### src/lkv_pkg.sv
// Package for the LRU key/value cache: request/response structs, field widths,
// register map constants. No dependencies.
package lkv_pkg;

  localparam int unsigned FIELD_W   = 32;
  localparam int unsigned CAPFLD_W  = 4;
  localparam int unsigned APB_ADDR_W = 3;
  localparam int unsigned APB_DATA_W = 32;

  // register index 0 sits at byte address 0; index is paddr[2]
  localparam logic REG_CAPACITY = 1'b0;

  localparam logic ACTION_PUT = 1'b0;
  localparam logic ACTION_GET = 1'b1;

  typedef struct packed {
    logic fire;
    logic is_get;
  } lkv_req_t;

  typedef struct packed {
    logic miss;
  } lkv_rsp_t;

endpackage

### src/lkv_cfg.sv
// APB register block of the LRU key/value cache: capacity register with clamp.
// Depends on lkv_pkg.
module lkv_cfg
  import lkv_pkg::*;
#(
  parameter int unsigned ENTRIES = 8,
  parameter int unsigned CAP_W   = 4
) (
  input  logic                  clk,
  input  logic                  rst,
  input  logic                  psel,
  input  logic                  penable,
  input  logic                  pwrite,
  input  logic [APB_ADDR_W-1:0] paddr,
  input  logic [APB_DATA_W-1:0] pwdata,
  output logic [APB_DATA_W-1:0] prdata,
  output logic                  pready,
  output logic [CAP_W-1:0]      capacity
);

  logic [CAP_W-1:0] capacity_next;
  logic [CAP_W-1:0] wr_val;
  logic             wr_en;

  assign pready = 1'b1;
  assign wr_en  = psel && penable && pwrite && pready && (paddr[2] == REG_CAPACITY);
  assign wr_val = CAP_W'(pwdata[CAPFLD_W-1:0]);

  always_comb begin
    capacity_next = capacity;
    if (wr_en) begin
      if (wr_val == '0) begin
        capacity_next = CAP_W'(1);
      end else if (wr_val > CAP_W'(ENTRIES)) begin
        capacity_next = CAP_W'(ENTRIES);
      end else begin
        capacity_next = wr_val;
      end
    end
  end

  always_ff @(posedge clk) begin
    if (rst) begin
      capacity <= CAP_W'(ENTRIES);
    end else begin
      capacity <= capacity_next;
    end
  end

  assign prdata = (paddr[2] == REG_CAPACITY) ? APB_DATA_W'(capacity) : '0;

endmodule

### src/lkv_store.sv
// Entry store of the LRU key/value cache: parallel key match, age update,
// victim and free-slot selection, all in the same cycle as the request. Depends on lkv_pkg.
module lkv_store
  import lkv_pkg::*;
#(
  parameter int unsigned ENTRIES    = 8,
  parameter int unsigned KEY_BITS   = 32,
  parameter int unsigned VALUE_BITS = 32,
  parameter int unsigned CAP_W      = 4
) (
  input  logic                  clk,
  input  logic                  rst,
  input  lkv_req_t              req,
  input  logic [KEY_BITS-1:0]   key,
  input  logic [VALUE_BITS-1:0] wr_value,
  input  logic [CAP_W-1:0]      capacity,
  output lkv_rsp_t              rsp,
  output logic [FIELD_W-1:0]    rd_value
);

  localparam int unsigned AGE_W = (ENTRIES > 1) ? $clog2(ENTRIES) : 1;
  localparam int unsigned CNT_W = $clog2(ENTRIES + 1);
  localparam int unsigned CMP_W = (CNT_W > CAP_W) ? CNT_W : CAP_W;

  logic [KEY_BITS-1:0]   entry_key   [ENTRIES];
  logic [VALUE_BITS-1:0] entry_value [ENTRIES];
  logic [AGE_W-1:0]      entry_age   [ENTRIES];
  logic [AGE_W-1:0]      entry_age_next [ENTRIES];
  logic [ENTRIES-1:0]    entry_valid;
  logic [ENTRIES-1:0]    entry_valid_next;
  logic [CNT_W-1:0]      fill_count;
  logic [CNT_W-1:0]      fill_count_next;

  logic [ENTRIES-1:0]    match;
  logic [ENTRIES-1:0]    victim_oh;
  logic [ENTRIES-1:0]    free_oh;
  logic [ENTRIES-1:0]    sel_oh;
  logic [ENTRIES-1:0]    young_oh;
  logic [VALUE_BITS-1:0] hit_value;
  logic [CNT_W-1:0]      sel_age;
  logic [CNT_W-1:0]      oldest;
  logic                  hit;
  logic                  full;
  logic                  do_put;
  logic                  do_update;

  assign oldest = fill_count - CNT_W'(1);
  assign full   = (CMP_W'(fill_count) >= CMP_W'(capacity))
               || (fill_count >= CNT_W'(ENTRIES));

  always_comb begin
    hit_value = '0;
    for (int i = 0; i < ENTRIES; i++) begin
      match[i]     = entry_valid[i] && (entry_key[i] == key);
      victim_oh[i] = entry_valid[i] && (CNT_W'(entry_age[i]) == oldest);
      if (match[i]) begin
        hit_value = hit_value | entry_value[i];
      end
    end
    free_oh = '0;
    for (int i = ENTRIES - 1; i >= 0; i--) begin
      if (!entry_valid[i]) begin
        free_oh    = '0;
        free_oh[i] = 1'b1;
      end
    end
  end

  assign hit       = |match;
  assign do_put    = req.fire && (req.is_get == ACTION_PUT);
  assign do_update = req.fire && (hit || do_put);

  always_comb begin
    if (hit) begin
      sel_oh = match;
    end else if (full) begin
      sel_oh = victim_oh;
    end else begin
      sel_oh = free_oh;
    end
    // a fresh slot ages every valid entry
    sel_age = fill_count;
    if (hit || full) begin
      sel_age = '0;
      for (int i = 0; i < ENTRIES; i++) begin
        if (sel_oh[i]) begin
          sel_age = sel_age | CNT_W'(entry_age[i]);
        end
      end
    end
  end

  always_comb begin
    entry_valid_next = entry_valid;
    fill_count_next  = fill_count;
    for (int i = 0; i < ENTRIES; i++) begin
      young_oh[i]       = entry_valid[i] && (CNT_W'(entry_age[i]) < sel_age);
      entry_age_next[i] = entry_age[i];
      if (do_update) begin
        if (sel_oh[i]) begin
          entry_age_next[i] = '0;
        end else if (young_oh[i]) begin
          entry_age_next[i] = entry_age[i] + AGE_W'(1);
        end
      end
    end
    if (do_put) begin
      entry_valid_next = entry_valid | sel_oh;
      if (!hit && !full) begin
        fill_count_next = fill_count + CNT_W'(1);
      end
    end
  end

  always_ff @(posedge clk) begin
    if (rst) begin
      entry_valid <= '0;
      fill_count  <= '0;
      for (int i = 0; i < ENTRIES; i++) begin
        entry_age[i] <= '0;
      end
    end else begin
      entry_valid <= entry_valid_next;
      fill_count  <= fill_count_next;
      for (int i = 0; i < ENTRIES; i++) begin
        entry_age[i] <= entry_age_next[i];
      end
    end
  end

  always_ff @(posedge clk) begin
    for (int i = 0; i < ENTRIES; i++) begin
      if (do_put && sel_oh[i]) begin
        entry_key[i]   <= key;
        entry_value[i] <= wr_value;
      end
    end
  end

  assign rsp.miss = (req.is_get == ACTION_GET) && !hit;
  assign rd_value = ((req.is_get == ACTION_GET) && hit) ? FIELD_W'(hit_value) : '0;

`ifndef NO_ASSERTIONS
  logic [ENTRIES-1:0] newest_oh;
  always_comb begin
    for (int i = 0; i < ENTRIES; i++) begin
      newest_oh[i] = entry_valid[i] && (entry_age[i] == '0);
    end
  end

  a_fill_matches_valid: assert property (@(posedge clk) disable iff (rst)
    $countones(entry_valid) == fill_count)
    else $error("fill count differs from number of valid entries");

  a_key_unique: assert property (@(posedge clk) disable iff (rst)
    $onehot0(match))
    else $error("key matched more than one entry");

  a_one_newest: assert property (@(posedge clk) disable iff (rst)
    (fill_count != '0) |-> $onehot(newest_oh))
    else $error("most recent entry not unique");

  a_put_stores: assert property (@(posedge clk) disable iff (rst)
    do_put |=> (fill_count != '0))
    else $error("put left the store empty");
`endif

endmodule

### src/lru_key_value_cache.sv
// Data path: input register, then result register; a stalled result beat holds the input register.
// Throughput: one beat per cycle while the result side is not stalled; the key match and age update
// for an item are computed between the input register and the result register.
// Reset: synchronous; clears valid marks, ages and fill count, capacity returns to ENTRIES.
// Keys and values are not reset; they are read only after being written.
module lru_key_value_cache
  import lkv_pkg::*;
#(
  parameter int unsigned ENTRIES    = 8,
  parameter int unsigned KEY_BITS   = 32,
  parameter int unsigned VALUE_BITS = 32
) (
  input  logic                  clk,
  input  logic                  rst,
  input  logic                  s_axis_tvalid,
  output logic                  s_axis_tready,
  input  logic [63:0]           s_axis_tdata,  // key[31:0], write_value[63:32]
  input  logic                  s_axis_tuser,  // action
  output logic                  m_axis_tvalid,
  input  logic                  m_axis_tready,
  output logic [31:0]           m_axis_tdata,  // read_value[31:0]
  output logic                  m_axis_tuser,  // status
  input  logic                  psel,
  input  logic                  penable,
  input  logic                  pwrite,
  input  logic [APB_ADDR_W-1:0] paddr,
  input  logic [APB_DATA_W-1:0] pwdata,
  output logic [APB_DATA_W-1:0] prdata,
  output logic                  pready
);

  localparam int unsigned CNT_W = $clog2(ENTRIES + 1);
  localparam int unsigned CAP_W = (CNT_W > CAPFLD_W) ? CNT_W : CAPFLD_W;

  logic                  in_valid;
  logic                  in_action;
  logic [KEY_BITS-1:0]   in_key;
  logic [VALUE_BITS-1:0] in_value;
  logic                  fire;
  logic [CAP_W-1:0]      capacity;
  lkv_req_t              req;
  lkv_rsp_t              rsp;
  logic [FIELD_W-1:0]    rd_value;

  assign fire          = in_valid && (!m_axis_tvalid || m_axis_tready);
  assign s_axis_tready = !in_valid || fire;

  always_ff @(posedge clk) begin
    if (rst) begin
      in_valid <= 1'b0;
    end else if (s_axis_tready) begin
      in_valid <= s_axis_tvalid;
    end
  end

  always_ff @(posedge clk) begin
    if (s_axis_tready && s_axis_tvalid) begin
      in_action <= s_axis_tuser;
      in_key    <= KEY_BITS'(s_axis_tdata[FIELD_W-1:0]);
      in_value  <= VALUE_BITS'(s_axis_tdata[2*FIELD_W-1:FIELD_W]);
    end
  end

  assign req.fire   = fire;
  assign req.is_get = in_action;

  lkv_cfg #(
    .ENTRIES (ENTRIES),
    .CAP_W   (CAP_W)
  ) u_cfg (
    .clk      (clk),
    .rst      (rst),
    .psel     (psel),
    .penable  (penable),
    .pwrite   (pwrite),
    .paddr    (paddr),
    .pwdata   (pwdata),
    .prdata   (prdata),
    .pready   (pready),
    .capacity (capacity)
  );

  lkv_store #(
    .ENTRIES    (ENTRIES),
    .KEY_BITS   (KEY_BITS),
    .VALUE_BITS (VALUE_BITS),
    .CAP_W      (CAP_W)
  ) u_store (
    .clk      (clk),
    .rst      (rst),
    .req      (req),
    .key      (in_key),
    .wr_value (in_value),
    .capacity (capacity),
    .rsp      (rsp),
    .rd_value (rd_value)
  );

  always_ff @(posedge clk) begin
    if (rst) begin
      m_axis_tvalid <= 1'b0;
    end else if (fire) begin
      m_axis_tvalid <= 1'b1;
    end else if (m_axis_tready) begin
      m_axis_tvalid <= 1'b0;
    end
  end

  always_ff @(posedge clk) begin
    if (fire) begin
      m_axis_tdata <= rd_value;
      m_axis_tuser <= rsp.miss;
    end
  end

endmodule

### config.mk
export PLATFORM = sky130hd
export DESIGN_NAME = lru_key_value_cache
export DESIGN_NICKNAME = d
export VERILOG_FILES = /design/src/lkv_pkg.sv /design/src/lkv_cfg.sv /design/src/lkv_store.sv /design/src/lru_key_value_cache.sv
export SDC_FILE = /design/constraint.sdc
export NUM_CORES = 1
export LEC_CHECK = 0
export BUFFER_PORTS_ARGS = -buffer_cell sky130_fd_sc_hd__clkbuf_2
export CAP_MARGIN = 40
export CORE_MARGIN = 3
export CORE_UTILIZATION = 65
export DETAILED_ROUTE_END_ITERATION = 8
export GPL_TIMING_DRIVEN = 0
export PLACE_DENSITY = 0.94
export SYNTH_ARGS = -nofsm -noshare
export SYNTH_HDL_FRONTEND = slang
export SYNTH_SLANG_ARGS = --single-unit
### constraint.sdc
create_clock -name clk -period 11.8 [get_ports clk]
set_input_delay 1.18 -clock clk [delete_from_list [all_inputs] [get_ports clk]]
set_output_delay 1.18 -clock clk [all_outputs]
set_load 0.02 [all_outputs]
==> results.md, run 1 <==
* GRT Util Overall at 0.339
* Clk sink count at approximately 650
* Lkg Pwr at 10.2 nW
* Max Cap Viol at 0
* Max Freq at about 0.16 GHz
* Pins Over Slew Limit at 0
* # rows at 73
* Dpl hpwl at between 40,000 and 50,000 um
* Leading area contributor after synthesis: edfxtp_1
* Minimum clock period at between 6 and 7 ns
* Initial Util at 0.661
* CTS buffer count at 60
* Max IR drop VDD at about 0.13 mV
* Die W at ~210 um
* Global route overflow at 0
* Clk slew on worst S/H paths at 0.06 ns
* Placed cell area at ~0.028 mm^2
* CP Cell Sequence: buf_2 > xor2_1 > nor4_1 > nand4_1 > nor4_4 > buf_6 > nor4_2 > a31o_2 > a222oi_1 > nand4_1 > o21ai_0 > buf_4 > ha_1 > nor2_1 > a31oi_1 > o211a_1 > or4_1 > a21oi_1
* Core area at approximately 0.04 mm^2
* Level count of the clock H-tree at 2
* Slew HR at 0.321
* Top_reg_cell synth: edfxtp_1
* Die Span Y at roughly 210 um
* Critical path's slowest cell: edfxtp_1
* DR vias/cell at about 6.9
* Routed wire per std cell at 30.3 um
* Power Density at ~160 mW/mm^2
* Combined area of the multi-input logic cells at about 0.0067 mm^2
* Critical path startpoint category: flip-flop
* Setup Skew at approximately 0.033 ns
* Largest net degree at the start of global routing at between 50 and 60
* DRC Markers at 0
* Worst Max-Slew Pin Slew at a little over 1 ns
* M1 GR Usage at 0.434
* Post-synth EDFFs at 610
* Vias in the first global route at 16.7k
* RSZ-0062 raised after global routing: false
* I/O Buffers at roughly 110
* Fin. Hold Viols at 0
* Final core occ at 0.752
* 1st-iter DRT viols at 3,159
* Synth Area per Inst at 16.0 um^2
* Delay-heaviest family, CP: simple AND/OR/NAND/NOR gates
* Area of the die at around 0.043 mm^2
* Library cells used by synthesis at 66
* Synth Register Bits at 652
* Busiest grt layer: met2
* Hold_buf cts at 0
* Initial antenna violation count at 0
* Yosys warns at 0
* Setup crit end kind: flip-flop
* Pre-antenna DRT Iters at 6
* Worst path required time at 12.35 ns
* Later-pin clock latency in the skew report at between 0.6 and 0.7 ns
* Fill cells at ~2.0k
* Outcome: complete, no violations
* Met2 Use GR at 0.547
* Clock root buffer: clkbuf_16
* Ports at roughly 180
* Area grow syn2layout at 13.9%
* Cell count after synthesis at roughly 1.7k
* Antenna Cells at 0
* Critical path buffers and inverters at 3
* Top cell type's share of synthesized area at 0.695
* WP data arrival at a little under 7 ns
* Tightest Hold Check Type: flip-flop to flip-flop
* Design area at 0.0300 mm^2
* Flip-flop and latch area at ~0.019 mm^2
* Post-CTS Setup Repair Bufs at 0
* Final setup violation count at 0
* Most Frequent Cell on Critical Path: nand4_1
* Total power at around 4.8 mW
* Pre-CTS WS at 5.97 ns
* Part of the cycle the worst path needs at 0.526
* Final Routed Wirelength at 73,900 um
* Crit path kind: flip-flop to flip-flop
* Largest cells by area after synthesis: edfxtp_1, xor2_1, dfxtp_1
* Delay of the slowest critical-path stage at roughly 0.7 ns
* Ys async rst share at 0
* First-pass GRT wire length at 109,000 um
* Gp weighted congestion at around 0.93
* Post-CTS Resized at 0
* Final worst setup slack at between 5 and 6 ns
* Post-layout nets at 2,008
* Detail Route Antenna Nets at 0
* Sequential share of the synthesized area at 0.727
* Share of layout cells above drive strength 1 at 0.162
* Mapped cell area at ~0.026 mm^2
* Routed vias at 17.0k
* CTS tree: yes
* Worst Path Max Fanout at 9
* Clock buffer depth at 3
* Setup TNS at 0 ns
* GR Layer Usage met3 at 0.0896
[per-stage QoR]
stage | hold WS (ns) | std cells
after floorplan | 0.435 | 1677
after global placement | 0.442 | 2316
after detailed placement | 0.454 | 2334
after CTS | 0.469 | 2444
after global routing | 0.495 | 2444
final | 0.471 | 2444
[cell usage after synthesis, types with 3 or more instances]
cell type and number:
edfxtp_1 610, xor2_1 248, a22oi_1 66, nor2_1 64, nor4_1 52, dfxtp_1 42
a31oi_1 40, xnor2_1 35, a221oi_1 34, a22o_1 34, buf_4 32, a21oi_1 31
buf_2 31, clkbuf_1 31, ha_1 30, inv_1 30, nand2_1 23, nand4_1 22
nand3_1 21, nor3_1 14, o21ai_0 13, and2_1 10, nand3b_1 10, or4_1 10
a21o_1 9, nand2b_1 9, nor3b_1 9, o31ai_1 9, or3_1 7, o211a_1 6
mux2i_1 5, nor3_2 5, a31o_2 4, buf_1 4, a222oi_1 3, nor2b_1 3
o21ai_1 3, o21bai_1 3, o32a_1 3, or2_2 3
[worst paths after layout]
path	start	endpoint	slack, ns	depth (start not counted)
worst max-delay path	in_key[31]$_DFFE_PP_	u_store.entry_age[0][11]$_SDFFE_PP0P_	5.59	18
worst min-delay path	u_cfg.capacity[3]$_SDFFE_PP1P_	u_cfg.capacity[3]$_SDFFE_PP1P_	0.47	1
worst max register to register	in_key[31]$_DFFE_PP_	u_store.entry_age[0][11]$_SDFFE_PP0P_	5.59	18
worst min register to register	u_cfg.capacity[3]$_SDFFE_PP1P_	u_cfg.capacity[3]$_SDFFE_PP1P_	0.47	1
[cell usage in the layout, fill, tap and decap left out, drive strengths merged, types with 23 or more instances in the layout]
cell and instances:
a221oi 34, nand2 23, xor2 249, conb 29
a22o 34, buf 86, a21oi 31, clkbuf 218
a31oi 40, nor4 55, nor2 64, a22oi 66
dfxtp 42, clkinv 24, edfxtp 610, inv 34
xnor2 35, ha 30
[cell type report]
cell class	count	share of cell area
inverters	30	0.00375
multi-input cells	896	0.222
well taps	525	0.0219
clock inverters	37	0.0135
clock buffers	73	0.0516
flip-flops and latches	652	0.638
plain buffers	99	0.0179
repair buffers	132	0.0307
[state kept, by name (all words and copies together), names as in the netlist, 4 cells and up]
name,cells
u_cfg.capacity,4
u_store.entry_valid,8
in_value,32
in_key,32
u_store.entry_value,256
u_store.fill_count,4
u_store.entry_key,256
m_axis_tdata,32
u_store.entry_age,24
[layer usage]
layer	wire length, um	up-vias
met4	4290	0
met2	35400	1692
met5	0	-
met3	9810	341
met1	24400	8174
li1	-	6751
[power breakdown]
part	switching (mW)	internal, mW
combinational	0.130	0.0676
clock	0.854	1.11
sequential	0.0409	2.56
[worst reg2reg max path: stages, from the launching register on]
cell	delay, ns
edfxtp_1	0.72
buf_2	0.50
xor2_1	0.13
nor4_1	0.48
nand4_1	0.31
nor4_4	0.70
buf_6	0.23
nor4_2	0.12
a31o_2	0.31
a222oi_1	0.48
nand4_1	0.16
o21ai_0	0.34
buf_4	0.29
ha_1	0.26
nor2_1	0.13
a31oi_1	0.08
o211a_1	0.26
or4_1	0.42
a21oi_1	0.21
[kinds of logic after synthesis]
kind of cell	synth area share
AND/OR/NAND/NOR	0.0590
buffers and inverters	0.0247
multiplexers	0.00275
flip-flops	0.727
XOR/XNOR	0.0946
adder cells (fa/ha/maj)	0.0142
other	0.000285
AO/OA/AOI/OAI	0.0777
(Power assumes the default switching activity.)
==> run 2, diff against run 1 <==
CORE_UTILIZATION = 54   (was 65)
PLACE_DENSITY = 0.84   (was 0.94)
clock period = 5 ns   (was 11.8 ns; I/O delays follow)
==> run 2 against run 1 <==
Non-clock buffer count increased by 54; via count decreased by 3.4%; die area increased by 20%; routed wire length decreased by 6.2%; clock-buffer cell count increased by 8; combinational power increased to 2.7 times the previous value; total power increased by 140%; clock skew decreased by 0.0023 ns; fmax increased by 27%; hold slack got worse by 0.40 ns; cell count increased by 5.9%; critical path type unchanged; largest power group unchanged; highest routed layer unchanged.
==> results.md, run 2 (synthesis gave the netlist of run 1 again) <==
* Outcome: complete, no violations
* Initial Util at 0.550 (-0.111)
* Commonest non-fill, non-tap cell in the layout: edfxtp_1
* FF-to-FF setup slack at 0.12 ns (-5.47 ns)
* Final Routed Wirelength at 69,400 um (-6.2%)
* Part of the cycle the worst path needs at 0.975 (+0.449)
* Post-Layout Cell Count at 2,589 (+5.9%)
* Clock root buffer: clkbuf_16
* DRC Markers at 0 (unchanged)
* Critical path startpoint category: flip-flop
* Fill cells at 3,072 (+55%)
* Busiest grt layer: met2
* Biggest regs: u_store.entry_key x256, u_store.entry_value x256
* Fin. Hold Viols at 0 (unchanged)
* Clock buffer depth at 3 (unchanged)
* Combined area of the multi-input logic cells at 0.00700 mm^2 (+4.8%)
* Worst Path Max Fanout at 9 (unchanged)
* Pre-antenna DRT Iters at 7 (+1)
* Global route overflow at 0 (unchanged)
* Initial antenna violation count at 0 (unchanged)
* Gp weighted congestion at 0.911 (-1.9%)
* CP Cell Sequence: buf_2 > xor2_1 > nor4_1 > nand4_1 > nor3_4 > buf_12 > nor4_4 > a31o_2 > a22o_1 > a221oi_1 > nand4_1 > o21ai_2 > buf_4 > ha_1 > nor2_1 > a31o_2 > a311oi_2 > or4_1 > a21oi_1
* Level count of the clock H-tree at 3 (+1)
* Core area at 0.0479 mm^2 (+20%)
* Minimum clock period at 4.88 ns (-1.33 ns)
* WP data arrival at 5.35 ns (-1.40 ns)
* Pint at 8.93 mW (+140%)
* Post-layout nets at 2,069 (+3.0%)
* DR vias/cell at 6.33 (-8.8%)
* Die W at 227 um (+9.4%)
* Max IR drop VDD at 0.286 mV (+120%)
* Max Cap Viol at 0 (unchanged)
* Area of the die at 0.0515 mm^2 (+20%)
* Dpl hpwl at 41,400 um (-4.9%)
* Worst path required time at 5.47 ns (-6.88 ns)
* CTS tree: yes
* Antenna Cells at 0 (unchanged)
* First-pass GRT wire length at 98,600 um (-9.3%)
* Delay of the slowest critical-path stage at 0.55 ns (-0.17 ns)
* Placed cells at 2,420 (+3.7%)
* GRT Util Overall at 0.260 (-0.0789)
* Psw at 2.44 mW (+140%)
* Crit path kind: flip-flop to flip-flop
* Flip-flop and latch area at 0.0192 mm^2 (unchanged)
* M1 GR Usage at 0.352 (-0.0822)
* Setup TNS at 0 ns (unchanged)
* Power Density at 367 mW/mm^2 (+130%)
* Routed vias at 16.4k (-3.4%)
* 1st-iter DRT viols at 2,189 (-31%)
* Final setup violation count at 0 (unchanged)
* Share of layout cells above drive strength 1 at 0.208 (+0.0461)
* Pins Over Slew Limit at 0 (unchanged)
* Tightest Hold Check Type: input port to flip-flop
* CTS buffer count at 67 (+12%)
* I/O Buffers at 114 (unchanged)
* Slew HR at 0.381 (+0.0598)
* Later-pin clock latency in the skew report at 0.60 ns (-0.03 ns)
* Clock share of power at 0.417 (+0.004)
* Final core occ at 0.646 (-0.106)
* GR Layer Usage met3 at 0.0556 (-0.0340)
* Clk sink count at 652 (unchanged)
* Seq pwr share at 0.537 (-0.009)
* Worst Max-Slew Pin Slew at 0.925 ns (-0.0931 ns)
* Lkg Pwr at 10.7 nW (+4.7%)
* Ports at 175 (unchanged)
* Area grow syn2layout at 17.5%
* Setup crit end kind: flip-flop
* Detail Route Antenna Nets at 0 (unchanged)
* # rows at 80 (+9.6%)
* Max Freq at 0.205 GHz (+27%)
* Routed wire per std cell at 26.8 um (-11%)
* Largest net degree at the start of global routing at 54 (+1.9%)
* Critical path's slowest cell: edfxtp_1
* Clk slew on worst S/H paths at 0.06 ns (about the same)
* Met2 Use GR at 0.414 (-0.134)
* Switching part of the total at 0.215 (-0.000672)
* Die Span Y at 227 um (+9.4%)
* Setup Skew at 0.0311 ns (-0.00227 ns)
* Part of the power in combinational logic at 0.047 (+0.005)
* Leading cell types in the layout, fill and taps excluded: edfxtp_1, xor2_1, clkbuf_2
* Vias in the first global route at 15.9k (-4.9%)
run 2: cell type report:
class,instances,area share
Inverter,30,0.00364
Buffer,97,0.0185
Clock buffer,81,0.0579
Clock inverter,30,0.00768
Timing Repair Buffer,188,0.0428
Multi-Input combinational cell,896,0.226
Sequential cell,652,0.619
Tap cell,615,0.0248
run 2: metrics by stage:
| stage | power [mW] | cell area (um^2) | setup slack, ns | hold WS (ns) |
|---|---|---|---|---|
| finish | 11.4 | 31000 | 0.125 | 0.0734 |
| global route | 11.6 | 31000 | -0.0520 | 0.0723 |
| CTS | 11.3 | 30500 | 0.0290 | 0.0590 |
| detailed placement | 6.68 | 28100 | -0.884 | 0.470 |
| global placement | 6.66 | 27800 | -1.76 | 0.447 |
| floorplan | 6.49 | 26500 | 0.314 | 0.435 |
run 2: routing by layer:
layer	part of all wire	wire length (um)
met3	0.12	8040
met2	0.48	33400
met1	0.37	25500
met5	0	0
met4	0.036	2490
run 2: worst paths after layout:
check / cells past startpoint / from / endpoint
worst max-delay path: 19 / in_key[21]$_DFFE_PP_ / u_store.entry_age[0][23]$_SDFFE_PP0P_
worst min-delay path: 1 / s_axis_tuser / in_action$_DFFE_PP_
worst max register to register: 19 / in_key[21]$_DFFE_PP_ / u_store.entry_age[0][23]$_SDFFE_PP0P_
worst min register to register: 1 / u_cfg.capacity[3]$_SDFFE_PP1P_ / u_cfg.capacity[3]$_SDFFE_PP1P_
run 2: power groups by stage:
stage          sequential, mW  combinational, mW  clock (mW)
2_1_floorplan            6.22              0.267           0
3_3_place_gp             6.24              0.412           0
3_5_place_dp             6.25              0.432           0
4_1_cts                  6.12              0.470        4.73
5_1_grt                  6.11              0.558        4.96
6_report                 6.10              0.530        4.74
run 2: timing repair:
| action | in CTS | in global routing |
|---|---|---|
| endpoints found under the setup margin | 24 | 19 |
| hold endpoints to repair | 0 | 0 |
| pin swaps | 7 | 13 |
| gates resized for setup | 42 | 31 |
| setup buffers | 20 | 40 |
| hold buffers | 0 | 0 |
| cloned | 0 | 0 |
run 2: worst max-delay path: cells and delay by family, from the launching register on:
family | cells | cell delay (ns)
AND/OR/NAND/NOR | 7 | 1.50
flip-flops | 1 | 0.55
buffers and inverters | 3 | 0.68
adder cells (fa/ha/maj) | 1 | 0.23
AO/OA/AOI/OAI | 7 | 1.61
XOR/XNOR | 1 | 0.20
